--- config.mk ---
export PLATFORM = sky130hd
export DESIGN_NAME = sdr_cell
export DESIGN_NICKNAME = d
export VERILOG_FILES = /design/src/rtl/sdr_pkg.sv /design/src/rtl/sdr_cell.sv
export SDC_FILE = /design/constraint.sdc
export NUM_CORES = 1
export LEC_CHECK = 0
export BUFFER_PORTS_ARGS = -buffer_cell sky130_fd_sc_hd__buf_2
export CORE_ASPECT_RATIO = 0.9
export CORE_MARGIN = 4
export CORE_UTILIZATION = 55
export CTS_BUF_LIST = sky130_fd_sc_hd__clkbuf_16
export DETAILED_ROUTE_END_ITERATION = 10
export PLACE_DENSITY_LB_ADDON = 0.25
export REMOVE_ABC_BUFFERS = 1
export SYNTH_ARGS = -nofsm -noshare
export SYNTH_HDL_FRONTEND = slang
export SYNTH_SLANG_ARGS = --single-unit
--- constraint.sdc ---
create_clock -name clk -period 11.9 [get_ports clk]
set_clock_uncertainty 0.05 [all_clocks]
set_input_delay 2.975 -clock clk [delete_from_list [all_inputs] [get_ports clk]]
set_output_delay 2.975 -clock clk [all_outputs]
set_load 0.01 [all_outputs]
--- src/rtl/sdr_pkg.sv ---
package sdr_pkg;

	// Width of the element field on both channels.
	localparam int unsigned DATA_W = 32;
	// Width of the distinct count field on the result channel.
	localparam int unsigned COUNT_W = 7;

	// Default store depth and compared width of an element.
	localparam int unsigned CAPACITY_DEF = 64;
	localparam int unsigned VALUE_BITS_DEF = 32;

	// A request as it travels down the chain of cells.
	typedef struct packed {
		logic                     valid;
		logic                     last;
		logic                     hit;   // matched a stored value in some cell passed so far
		logic                     kept;  // stored in a free cell passed so far
		logic signed [DATA_W-1:0] value;
	} sdr_tok_t;

endpackage

--- src/rtl/sdr_cell.sv ---
module sdr_cell #(
	parameter int unsigned KEY_BITS = 32,
	parameter int unsigned CNT_W    = 7
) (
	input  logic              clk,
	input  logic              arst_n,
	input  logic              advance,
	input  sdr_pkg::sdr_tok_t tok_in,
	input  logic [CNT_W-1:0]  cnt_in,
	output sdr_pkg::sdr_tok_t tok_out,
	output logic [CNT_W-1:0]  cnt_out
);

	logic              occ_q;
	logic [KEY_BITS-1:0] val_q;
	sdr_pkg::sdr_tok_t tok_q;
	logic [CNT_W-1:0]  cnt_q;

	logic                key;
	logic [KEY_BITS-1:0] key_in;
	logic                store;
	sdr_pkg::sdr_tok_t   tok_d;
	logic [CNT_W-1:0]    cnt_d;

	// An empty cell takes the first request that reaches it neither matched nor already
	// stored; every request ahead of it in the same array has already settled this cell.
	always_comb begin
		key_in = tok_in.value[KEY_BITS-1:0];
		key    = tok_in.valid && occ_q && (val_q == key_in);
		store  = tok_in.valid && !occ_q && !tok_in.hit && !tok_in.kept;
		tok_d      = tok_in;
		tok_d.hit  = tok_in.hit | key;
		tok_d.kept = tok_in.kept | store;
		cnt_d      = cnt_in + CNT_W'(occ_q | store);
	end

	always_ff @(posedge clk or negedge arst_n) begin
		if (!arst_n) begin
			occ_q <= 1'b0;
			tok_q <= '0;
			cnt_q <= '0;
		end else if (advance) begin
			tok_q <= tok_d;
			cnt_q <= cnt_d;
			// The final request of an array empties each cell as it passes.
			if (tok_in.valid && tok_in.last) begin
				occ_q <= 1'b0;
			end else if (store) begin
				occ_q <= 1'b1;
			end
		end
	end

	always_ff @(posedge clk) begin
		if (advance && store) begin
			val_q <= key_in;
		end
	end

	assign tok_out = tok_q;
	assign cnt_out = cnt_q;

endmodule

==> run_results.csv, run 1 <==
group,metric,value,unit
timing,drv_slew,0,
detailed_routing,via_count,1886,
synthesis,mean_instance_size_in_the_synthesized_netlist,15.5,sq um
synthesis,synthAdderAreaFrac,0.821,%
final_layout,fin_area,3880,sq um
synthesis,post_synth_and_or_nand_nor_area_fraction,4.76,%
power,power_switching_share,21.7,%
final_layout,multi_input_comb_area,958,sq um
setup_path,critical_path_launch_point_type,"primary input",
setup_path,crit_required,11850,ps
detailed_routing,first_pass_iters,4,
clock_tree,clockRootBuffer,"sky130_fd_sc_hd__clkbuf_16",
setup_path,ff_to_ff_start,"occ_q",
synthesis,ys_ff_latch,76,
clock_tree,cts_max_path_buffers,2,
clock_tree,clock_latency,320,ps
synthesis,post_synthesis_compound_gate_area_fraction,1.77,%
clock_tree,clk_pin_slew_worst_paths,60,ps
timing,worstMarginPinSlew,981,ps
clock_tree,tritoncts_clock_tree,"built",
clock_tree,post_cts_resize_count,0,
synthesis,dominantRegCellSynth,"sky130_fd_sc_hd__dfrtp_1",
power,intPower,0.509,mW
synthesis,muxShareOfSynthArea,13.3,%
power,power_per_cell_area,167,nW/um^2
floorplan,io_pins,89,
grt,grt_util_all_layers,19.0,%
synthesis,yosysMostFrequentCell,"sky130_fd_sc_hd__dfrtp_1",
min_path,min_to,"tok_out[16]",
min_path,hold_class,"reg2reg",
synthesis,synthCells,197,
detailed_routing,antenna_left,0,
placed_design,port-buffer-count,88,
final_layout,final_stage_net_count,341,
timing,timing_hold_violations_final,0,
synthesis,asyncSetResetFlopFracSynth,57.9,%
min_path,hold_depth,1,
grt,grt_first_pass_wirelength,9830,um
setup_path,worstReg2RegEnd,"cnt_out[6]",
run_status,outcome,"completed",
placed_design,detailed_place.area,3570,sq um
synthesis,synthTopCellsByArea,"sky130_fd_sc_hd__dfrtp_1, sky130_fd_sc_hd__edfxtp_1, sky130_fd_sc_hd__mux2_2, sky130_fd_sc_hd__xnor2_1, sky130_fd_sc_hd__xor2_1",
setup_path,cp-end-kind,"flip-flop",
final_layout,antenna_cells_inserted,0,
clock_tree,cts_sinks,76,
timing,finalSetupViolCount,0,
floorplan,die_height,78.6,um
synthesis,synth_top_cells_by_count,"sky130_fd_sc_hd__dfrtp_1, sky130_fd_sc_hd__mux2_2, sky130_fd_sc_hd__edfxtp_1",
setup_path,cp_slowest_stage_delay,480,ps
setup_path,worst_r2r_path_depth,7,
floorplan,fp-row-count,25,
final_layout,seqCellArea,2060,sq um
timing,final_min_period_over_clock_period,36.7,%
final_layout,drive_above_1_share,47.0,%
clock_tree,number_of_buffers_added_by_the_clock_tree_synthesis_step,9,
timing,max_freq,0.229,GHz
clock_tree,hold_buffers,0,
setup_path,worstPathCellList,"buf_2 > buf_4 > nand2_1 > nor4_2 > buf_4",
power,design_power_total,0.650,mW
synthesis,synth-xor-area-share,10.6,%
detailed_routing,wire_per_inst,15.7,um
clock_tree,cts.htree.levels,3,
setup_path,top_family_by_delay_on_critical_path,"buffers and inverters",
detailed_routing,drc,0,
grt,first_global_vias,1994,
clock_tree,cts_setup_buffers,0,
setup_path,critical_path.most_common_cell,"sky130_fd_sc_hd__buf_4",
grt,antenna_violations_before_repair,0,
detailed_routing,routed_via_density,5.17,
placed_design,dp_hpwl,4000,um
final_layout,filler_cell_count,374,
setup_path,crit_type,"in2reg",
min_path,min_from,"tok_out[16]",
run,max_cap_viol_count,0,
power,leakage,1.66,nW
synthesis,synth_enable_flop_cells,32,
floorplan,initial_core_util,57.3,%
power,net-switching-power,0.141,mW
synthesis,post-synth-top-area-fraction,36.1,%
setup_path,crit_path_max_fanout,51,
power,pwr-share-clk,42.5,%
grt,grt_start_max_net_pins,52,
final_layout,utilization,73.0,%
detailed_routing,wirelength,5720,um
detailed_routing,drt_first_iter_violations,75,
floorplan,dieWidth,86.5,um
timing,layout_min_cycle_time,4360,ps
power,p_comb_share,11.1,%
synthesis,yosysSeqAreaShare,67.7,%
synthesis,synth_top_family_by_area,"multiplexers",
setup_path,critical_path.slowest_cell,"sky130_fd_sc_hd__buf_4",
floorplan,floorplan.core_area,5320,sq um
synthesis,synth_top_cell_by_area,"sky130_fd_sc_hd__dfrtp_1",
synthesis,synth_area,3050,sq um
setup_path,reg2reg_slack,10320,ps
power,power_frac_seq,46.4,%
synthesis,synth_warnings,0,
floorplan,area_of_the_die,6800,sq um
timing,relSlewSlack,34.6,%
setup_path,timing.critical_path.buf_inv,3,
setup_path,timing.critical_path.arrival,4320,ps
timing,setup_repair_after_global_routing_missed_its_margin,"false",
timing,setup-tns-final,0,ps
grt,grt_remaining_overflow,0,
placed_design,finalWeightedCongestion,0.796,
final_layout,area.growth.synth_to_final,27.4,%
synthesis,ys_types,23,
power,irDropWorstVdd,117,uV
## worst max-delay path by stage
stage | end | startpoint | depth (start not counted) | slack [ps]
6_report | val_q[6] | advance | 5 | 7540
5_1_grt | val_q[6] | advance | 5 | 7410
4_1_cts | val_q[15] | advance | 5 | 7530
3_3_place_gp | val_q[22] | advance | 5 | 7260
2_1_floorplan | val_q[0] | tok_in[33] | 1 | 5080
3_5_place_dp | val_q[22] | advance | 5 | 7200
## cells in the final DEF, fill, tap and decap left out, types with 4 or more instances in the layout
master | synthesis | routed
sky130_fd_sc_hd__a21oi_1 | 6 | 6
sky130_fd_sc_hd__buf_2 | 5 | 88
sky130_fd_sc_hd__clkbuf_16 | 0 | 9
sky130_fd_sc_hd__dfrtp_1 | 44 | 44
sky130_fd_sc_hd__edfxtp_1 | 32 | 32
sky130_fd_sc_hd__inv_1 | 1 | 4
sky130_fd_sc_hd__mux2_2 | 35 | 35
sky130_fd_sc_hd__nand4_1 | 5 | 5
sky130_fd_sc_hd__nor2_1 | 11 | 11
sky130_fd_sc_hd__nor4_1 | 5 | 4
sky130_fd_sc_hd__xnor2_1 | 19 | 19
sky130_fd_sc_hd__xor2_1 | 18 | 18
## worst reg2reg max path, stage by stage (launching register included)
cell and delay (ps):
sky130_fd_sc_hd__dfrtp_1 430, sky130_fd_sc_hd__a21o_1 180, sky130_fd_sc_hd__ha_1 180, sky130_fd_sc_hd__ha_1 200, sky130_fd_sc_hd__nand3_1 110, sky130_fd_sc_hd__nor2_1 70, sky130_fd_sc_hd__xnor2_1 130, sky130_fd_sc_hd__a21oi_1 80
## metal layers
layer / GRT usage (%) / part of all wire, % / vias to the layer above
met5: 0 / 0 / -
met4: 7.01 / 1.2 / 0
met3: 7.03 / 6.9 / 9
met2: 29.6 / 48 / 63
met1: 24.3 / 44 / 911
li1: - / - / 903
## power by group through the flow
stage          Clock, mW  Combinational, mW  Sequential (mW)
2_1_floorplan          0             0.0258            0.314
3_3_place_gp           0             0.0713            0.306
3_5_place_dp           0             0.0733            0.306
4_1_cts            0.283             0.0738            0.302
5_1_grt            0.294             0.0797            0.304
6_report           0.276             0.0720            0.301
## area by class of cell
class	instances	area share, %
inverter	1	0.0967
clock buffer	9	5.80
multi-input combinational	114	24.7
sequential	76	53.1
tap	67	2.16
clock inverter	7	2.19
timing repair buffer	91	11.9
## cells by family (layout without fill, tap and decap cells)
kind of cell,count (synthesis),after routing
flip-flops,76,76
multiplexers,36,36
XOR/XNOR,37,37
adder cells (fa/ha/maj),2,2
AND/OR/NAND/NOR,29,29
buffers and inverters,7,108
AO/OA/AOI/OAI,10,10
## state kept, by name (all words and copies together) (netlist names)
name	flops
val_q	32
tok_out	36
cnt_out	7
occ_q	1
## through the flow
stage               hold slack (ps)  instances  setup WS, ps
floorplan                       491        191          5080
global placement                434        349          7260
detailed placement              439        349          7200
CTS                             452        365          7530
global route                    464        365          7410
finish                          447        365          7540
No activity file was read; power rests on OpenSTA's default activity.
==> inputs of run 2 (changes only) <==
--- a/config.mk
+++ b/config.mk
@@ -5,10 +5,11 @@
 export SDC_FILE = /design/constraint.sdc
 export NUM_CORES = 1
 export LEC_CHECK = 0
+export ABC_AREA = 1
 export BUFFER_PORTS_ARGS = -buffer_cell sky130_fd_sc_hd__buf_2
 export CORE_ASPECT_RATIO = 0.9
 export CORE_MARGIN = 4
-export CORE_UTILIZATION = 55
+export CORE_UTILIZATION = 47
 export CTS_BUF_LIST = sky130_fd_sc_hd__clkbuf_16
 export DETAILED_ROUTE_END_ITERATION = 10
 export PLACE_DENSITY_LB_ADDON = 0.25
==> constraint.sdc (replaced) <==
create_clock -name clk -period 3.9 [get_ports clk]
set_clock_uncertainty 0.05 [all_clocks]
set_input_delay 0.975 -clock clk [delete_from_list [all_inputs] [get_ports clk]]
set_output_delay 0.975 -clock clk [all_outputs]
set_load 0.01 [all_outputs]
==> run 2 against run 1 <==
Effect of this change:
- global-route usage down 1.4 points
- worst setup slack worse by 5900 ps
- sequential power rose to 3.0 times the previous value
- count of clock-buffer cells in the layout unchanged
- hold slack worse by 31 ps
- combinational power rose to 2.9 times the previous value
- largest power group unchanged
==> run_results.csv, run 2 <==
group,metric,value,unit
run_status,outcome,"completed",
timing,timing_hold_violations_final,0,
grt,antenna_violations_before_repair,0,
clock_tree,tritoncts_clock_tree,"built",
clock_tree,post_cts_resize_count,0,
synthesis,ys_types,21,
synthesis,dominantRegCellSynth,"sky130_fd_sc_hd__dfrtp_1",
synthesis,synth_area,3220,sq um
power,leakage,2.02,nW
detailed_routing,wl_met2,2880,um
detailed_routing,wirelength,6560,um
placed_design,port-buffer-count,88,
synthesis,synthTopCellsByArea,"sky130_fd_sc_hd__dfrtp_1, sky130_fd_sc_hd__edfxtp_1, sky130_fd_sc_hd__nand2_1, sky130_fd_sc_hd__inv_1, sky130_fd_sc_hd__o21ai_0",
detailed_routing,wire_per_inst,12.5,um
timing,worst_hold_slack,415,ps
final_layout,multi_input_comb_area,975,sq um
synthesis,muxShareOfSynthArea,0,%
synthesis,synth-xor-area-share,4.35,%
detailed_routing,first_pass_iters,4,
synthesis,yosysMostFrequentCell,"sky130_fd_sc_hd__nand2_1",
grt,grt_remaining_overflow,0,
clock_tree,clock_latency,330,ps
setup_path,crit_path_max_fanout,33,
synthesis,synth_enable_flop_cells,32,
setup_path,worstPathCellList,"buf_2 > inv_2 > nor2_4",
setup_path,crit_required,3800,ps
timing,finalSetupViolCount,0,
floorplan,initial_core_util,48.7,%
synthesis,synth_warnings,0,
timing,max_freq,0.436,GHz
floorplan,area_of_the_die,8250,sq um
detailed_routing,metal1_wirelength,3130,um
clock_tree,clockRootBuffer,"sky130_fd_sc_hd__clkbuf_16",
floorplan,fp-row-count,28,
grt,grt_start_max_net_pins,69,
synthesis,ys_ff_latch,76,
detailed_routing,met3_length,411,um
synthesis,asyncSetResetFlopFracSynth,57.9,%
synthesis,yosysSeqAreaShare,64.0,%
setup_path,timing.critical_path.arrival,2190,ps
synthesis,synth_top_family_by_area,"simple AND/OR/NAND/NOR gates",
synthesis,mean_instance_size_in_the_synthesized_netlist,9.48,sq um
final_layout,drive_above_1_share,23.6,%
timing,relSlewSlack,32.6,%
placed_design,dp_hpwl,4570,um
min_path,hold_class,"reg2reg",
clock_tree,number_of_buffers_added_by_the_clock_tree_synthesis_step,9,
final_layout,antenna_cells_inserted,0,
detailed_routing,drt_first_iter_violations,125,
run,max_cap_viol_count,0,
final_layout,seqCellArea,2060,sq um
synthesis,post_synthesis_compound_gate_area_fraction,5.04,%
setup_path,critical_path_launch_point_type,"primary input",
detailed_routing,antenna_left,0,
synthesis,synthCells,340,
detailed_routing,routed_via_density,4.58,
synthesis,post-synth-top-area-fraction,34.1,%
setup_path,critical_path.slowest_cell,"sky130_fd_sc_hd__nor2_4",
grt,first_global_vias,2319,
synthesis,synth_top_cells_by_count,"sky130_fd_sc_hd__nand2_1, sky130_fd_sc_hd__dfrtp_1, sky130_fd_sc_hd__inv_1",
synthesis,post_synth_and_or_nand_nor_area_fraction,19.9,%
clock_tree,cts.htree.levels,3,
timing,setup_slack,1610,ps
grt,grt_first_pass_wirelength,11000,um
final_layout,filler_cell_count,601,
clock_tree,clk_pin_slew_worst_paths,50,ps
power,power_per_cell_area,469,nW/um^2
final_layout,layout.cells.most_common_list,"sky130_fd_sc_hd__nand2_1, sky130_fd_sc_hd__buf_2, sky130_fd_sc_hd__dfrtp_1",
floorplan,dieWidth,95.3,um
setup_path,crit_type,"in2reg",
final_layout,final_common_cell,"sky130_fd_sc_hd__nand2_1",
final_layout,final_stage_net_count,479,
grt,grt_util_all_layers,17.6,%
clock_tree,cts_sinks,76,
timing,setup-tns-final,0,ps
floorplan,io_pins,89,
timing,drv_slew,0,
clock_tree,cts_setup_buffers,0,
detailed_routing,dr.max_layer_used,"met4",
placed_design,finalWeightedCongestion,0.741,
placed_design,dp_worst_setup_slack,1220,ps
floorplan,die_height,86.6,um
timing,final_min_period_over_clock_period,58.8,%
synthesis,synthAdderAreaFrac,0.776,%
clock_tree,cts_max_path_buffers,2,
final_layout,area.growth.synth_to_final,25.0,%
setup_path,cp-end-kind,"flip-flop",
clock_tree,hold_buffers,0,
timing,layout_min_cycle_time,2290,ps
power,irDropWorstVdd,230,uV
final_layout,largest_reg_flops,36,
timing,setup_repair_after_global_routing_missed_its_margin,"false",
detailed_routing,via_count,2410,
timing,worstMarginPinSlew,1010,ps
setup_path,cp_slowest_stage_delay,740,ps
detailed_routing,drc,0,
floorplan,floorplan.core_area,6620,sq um
synthesis,synth_top_cell_by_area,"sky130_fd_sc_hd__dfrtp_1",
final_layout,utilization,60.8,%
[run 2: stage by stage]
step / total power, mW / std cells / instance area (sq um)
CTS: 1.91 / 526 / 4030
global placement: 1.13 / 510 / 3750
floorplan: 1.03 / 331 / 3190
finish: 1.89 / 526 / 4030
detailed placement: 1.14 / 510 / 3750
global route: 1.99 / 526 / 4030
[run 2: cell type report]
class	count	area share (%)
Inverter	41	3.82
Clock inverter	7	1.30
Clock buffer	9	5.59
Tap cell	90	2.80
Timing Repair Buffer	89	11.1
Sequential cell	76	51.2
Multi-Input combinational cell	214	24.2
[run 2: power breakdown]
part           internal, mW  switching (mW)  total, mW
Combinational        0.0825           0.124      0.207
Clock                 0.481           0.289      0.770
Sequential            0.888          0.0255      0.913
Total                  1.45           0.439       1.89
[run 2: path summary, 6_finish.rpt]
kind                             from     endpoint  slack [ps]  depth (start not counted)
max                           advance    val_q[24]        1610                          3
min in group asynchronous      arst_n  tok_out[13]         770                          1
min reg2reg                tok_out[6]   tok_out[6]         420                          2
max in group asynchronous      arst_n  tok_out[33]        2400                          1
min                        tok_out[6]   tok_out[6]         420                          2
max reg2reg                     occ_q    val_q[24]        2050                          5
[run 2: critical path: cells and delay by family]
kind,cells,cell delay (ps)
AND/OR/NAND/NOR,1,740
buffers and inverters,2,450
[run 2: kinds of logic after synthesis]
group | count (synthesis)
DFF | 76
xor gates and xnor gates | 16
adders and majority gates | 2
and+or+nand+nor | 165
buffers and inverters | 50
AOI/OAI and AO/OA | 31
[run 2: metal layers]
layer | track usage, % | vias to the layer above
met5 | 0 | -
met4 | 9.44 | 0
met3 | 3.65 | 12
met2 | 25.7 | 63
met1 | 24.7 | 1085
li1 | - | 1250
==> inputs of run 3 (changes only) <==
==> constraint.sdc (replaced) <==
create_clock -name clk -period 1.9 [get_ports clk]
set_clock_uncertainty 0.05 [all_clocks]
set_input_delay 0.475 -clock clk [delete_from_list [all_inputs] [get_ports clk]]
set_output_delay 0.475 -clock clk [all_outputs]
set_load 0.01 [all_outputs]
==> run 3 against run 2 <==
Effect of this change:
- critical path depth increased by 8
- first-iteration DRC count decreased by 27%
- utilization increased by 1.9 points
- via count increased by 2.5%
- register-to-register slack got worse by 1900 ps
- combinational power increased by 110%
- clock power increased by 130%
- hold slack got worse by 360 ps
- sequential share of layout area decreased by 1.5 points
- sequential power increased by 100%
- die area unchanged
- worst setup slack got worse by 1400 ps
- critical endpoint is now cnt_out[6]
==> run_results.csv, run 3 (synthesis results as in run 2) <==
group,metric,value,unit
run_status,outcome,"completed",
setup_path,crit_path_max_fanout,3,
clock_tree,cts.htree.levels,3,
power,intPower,3.15,mW
timing,layout_min_cycle_time,1730,ps
setup_path,worstReg2RegEnd,"cnt_out[6]",
floorplan,area_of_the_die,8250,sq um
power,power_switching_share,23.2,%
setup_path,crit_type,"reg2reg",
timing,max_freq,0.579,GHz
placed_design,port-buffer-count,88,
power,power_per_cell_area,988,nW/um^2
grt,grt_remaining_overflow,0,
placed_design,post-place-cells,518,
setup_path,timing.critical_path.arrival,1880,ps
power,power_frac_seq,45.6,%
clock_tree,clockRootBuffer,"sky130_fd_sc_hd__clkbuf_16",
power,p_comb_share,10.8,%
power,net-switching-power,0.953,mW
timing,worst_hold_slack,52.9,ps
setup_path,crit_required,2050,ps
grt,grt_util_all_layers,17.1,%
clock_tree,cts_setup_buffers,0,
timing,drv_slew,0,
final_layout,layout.cells.non_filler,534,
detailed_routing,drt_first_iter_violations,91,
final_layout,antenna_cells_inserted,0,
timing,final_min_period_over_clock_period,90.9,%
clock_tree,number_of_buffers_added_by_the_clock_tree_synthesis_step,9,
timing,timing_hold_violations_final,0,
clock_tree,clock_latency,320,ps
floorplan,io_pins,89,
detailed_routing,via_count,2471,
clock_tree,cts_sinks,76,
timing,setup_repair_after_global_routing_missed_its_margin,"false",
grt,antenna_violations_before_repair,0,
setup_path,ff_to_ff_start,"occ_q",
timing,relSlewSlack,68.1,%
clock_tree,post_cts_resize_count,0,
placed_design,dp_hpwl,4900,um
grt,grt_first_pass_wirelength,10700,um
placed_design,dp_worst_setup_slack,-72.3,ps
grt,first_global_vias,2258,
detailed_routing,wire_per_inst,12.5,um
detailed_routing,antenna_left,0,
power,leakage,2.08,nW
floorplan,dieWidth,95.3,um
setup_path,reg2reg_slack,170,ps
grt,grtUsageMet1,23.0,%
timing,setup-tns-final,0,ps
power,pwr-share-clk,43.6,%
floorplan,fp-row-count,28,
run,max_cap_viol_count,0,
setup_path,worst_r2r_path_depth,11,
detailed_routing,first_pass_iters,5,
final_layout,drive_above_1_share,25.9,%
grt,groute.layer.met3.usage,5.56,%
power,irDropWorstVdd,583,uV
clock_tree,cts_max_path_buffers,2,
final_layout,largest_reg_flops,36,
final_layout,area.growth.synth_to_final,28.8,%
power,design_power_total,4.10,mW
clock_tree,hold_buffers,0,
placed_design,detailed_place.area,3840,sq um
clock_tree,tritoncts_clock_tree,"built",
timing,setup_slack,173,ps
clock_tree,clk_pin_slew_worst_paths,60,ps
grt,grt_start_max_net_pins,68,
grt,gr-max-usage-layer,"met2",
final_layout,final_stage_net_count,487,
grt,grtUsageMet2,26.3,%
setup_path,cp-end-kind,"flip-flop",
placed_design,finalWeightedCongestion,0.760,
floorplan,floorplan.core_area,6620,sq um
final_layout,layout.cells.most_common_list,"sky130_fd_sc_hd__nand2_1, sky130_fd_sc_hd__buf_2, sky130_fd_sc_hd__dfrtp_1",
detailed_routing,routed_via_density,4.63,
floorplan,die_height,86.6,um
detailed_routing,wirelength,6680,um
timing,worstMarginPinSlew,479,ps
final_layout,final_common_cell,"sky130_fd_sc_hd__nand2_1",
final_layout,fin_area,4150,sq um
final_layout,utilization,62.7,%
min_path,hold_class,"in2async",
detailed_routing,drc,0,
timing,finalSetupViolCount,0,
floorplan,initial_core_util,48.7,%
setup_path,critical_path_launch_point_type,"flip-flop",
[run 3: changes by cell type in the layout (fill, tap and decap cells not counted), sizes merged]
cell / before / now
bufinv: 1 / 2
buf: 89 / 97
clkinv: 2 / 3
inv: 45 / 43
[run 3: final cells by class]
cell class	count	area, sq um
well taps	90	113
inverters	41	154
multi-input cells	214	975
repair buffers	97	533
fillers	559	2470
clock buffers	9	225
flip-flops and latches	76	2060
clock inverters	7	91.3
[run 3: worst max-delay path, stage by stage, from the launching register on]
cell,delay [ps]
sky130_fd_sc_hd__dfrtp_1,390
sky130_fd_sc_hd__inv_1,80
sky130_fd_sc_hd__nand2_1,70
sky130_fd_sc_hd__nor2_1,80
sky130_fd_sc_hd__inv_1,60
sky130_fd_sc_hd__nand2_1,60
sky130_fd_sc_hd__ha_1,160
sky130_fd_sc_hd__ha_1,180
sky130_fd_sc_hd__nand3_1,90
sky130_fd_sc_hd__nand3b_1,180
sky130_fd_sc_hd__xor2_1,140
sky130_fd_sc_hd__o21ai_1,70
[run 3: metal layers]
layer / routed length (um) / vias up
li1: - / 1265
met1: 3090 / 1123
met2: 2990 / 74
met3: 515 / 9
met4: 80 / 0
met5: 0 / -
[run 3: worst max path at each step]
| stage | start | end | slack [ps] | depth (start not counted) |
|---|---|---|---|---|
| floorplan | advance | val_q[0] | -250 | 2 |
| global placement | tok_in[35] | cnt_out[6] | -20 | 13 |
| detailed placement | tok_in[35] | cnt_out[6] | -70 | 13 |
| CTS | occ_q | cnt_out[6] | 170 | 11 |
| global route | occ_q | cnt_out[6] | 40 | 11 |
| finish | occ_q | cnt_out[6] | 170 | 11 |
[run 3: power by group through the flow]
stage / registers [mW] / logic [mW] / clock network (mW)
finish: 1.87 / 0.441 / 1.79
global route: 1.88 / 0.502 / 1.90
CTS: 1.87 / 0.451 / 1.82
detailed placement: 1.90 / 0.450 / 0
global placement: 1.90 / 0.440 / 0
floorplan: 1.94 / 0.161 / 0
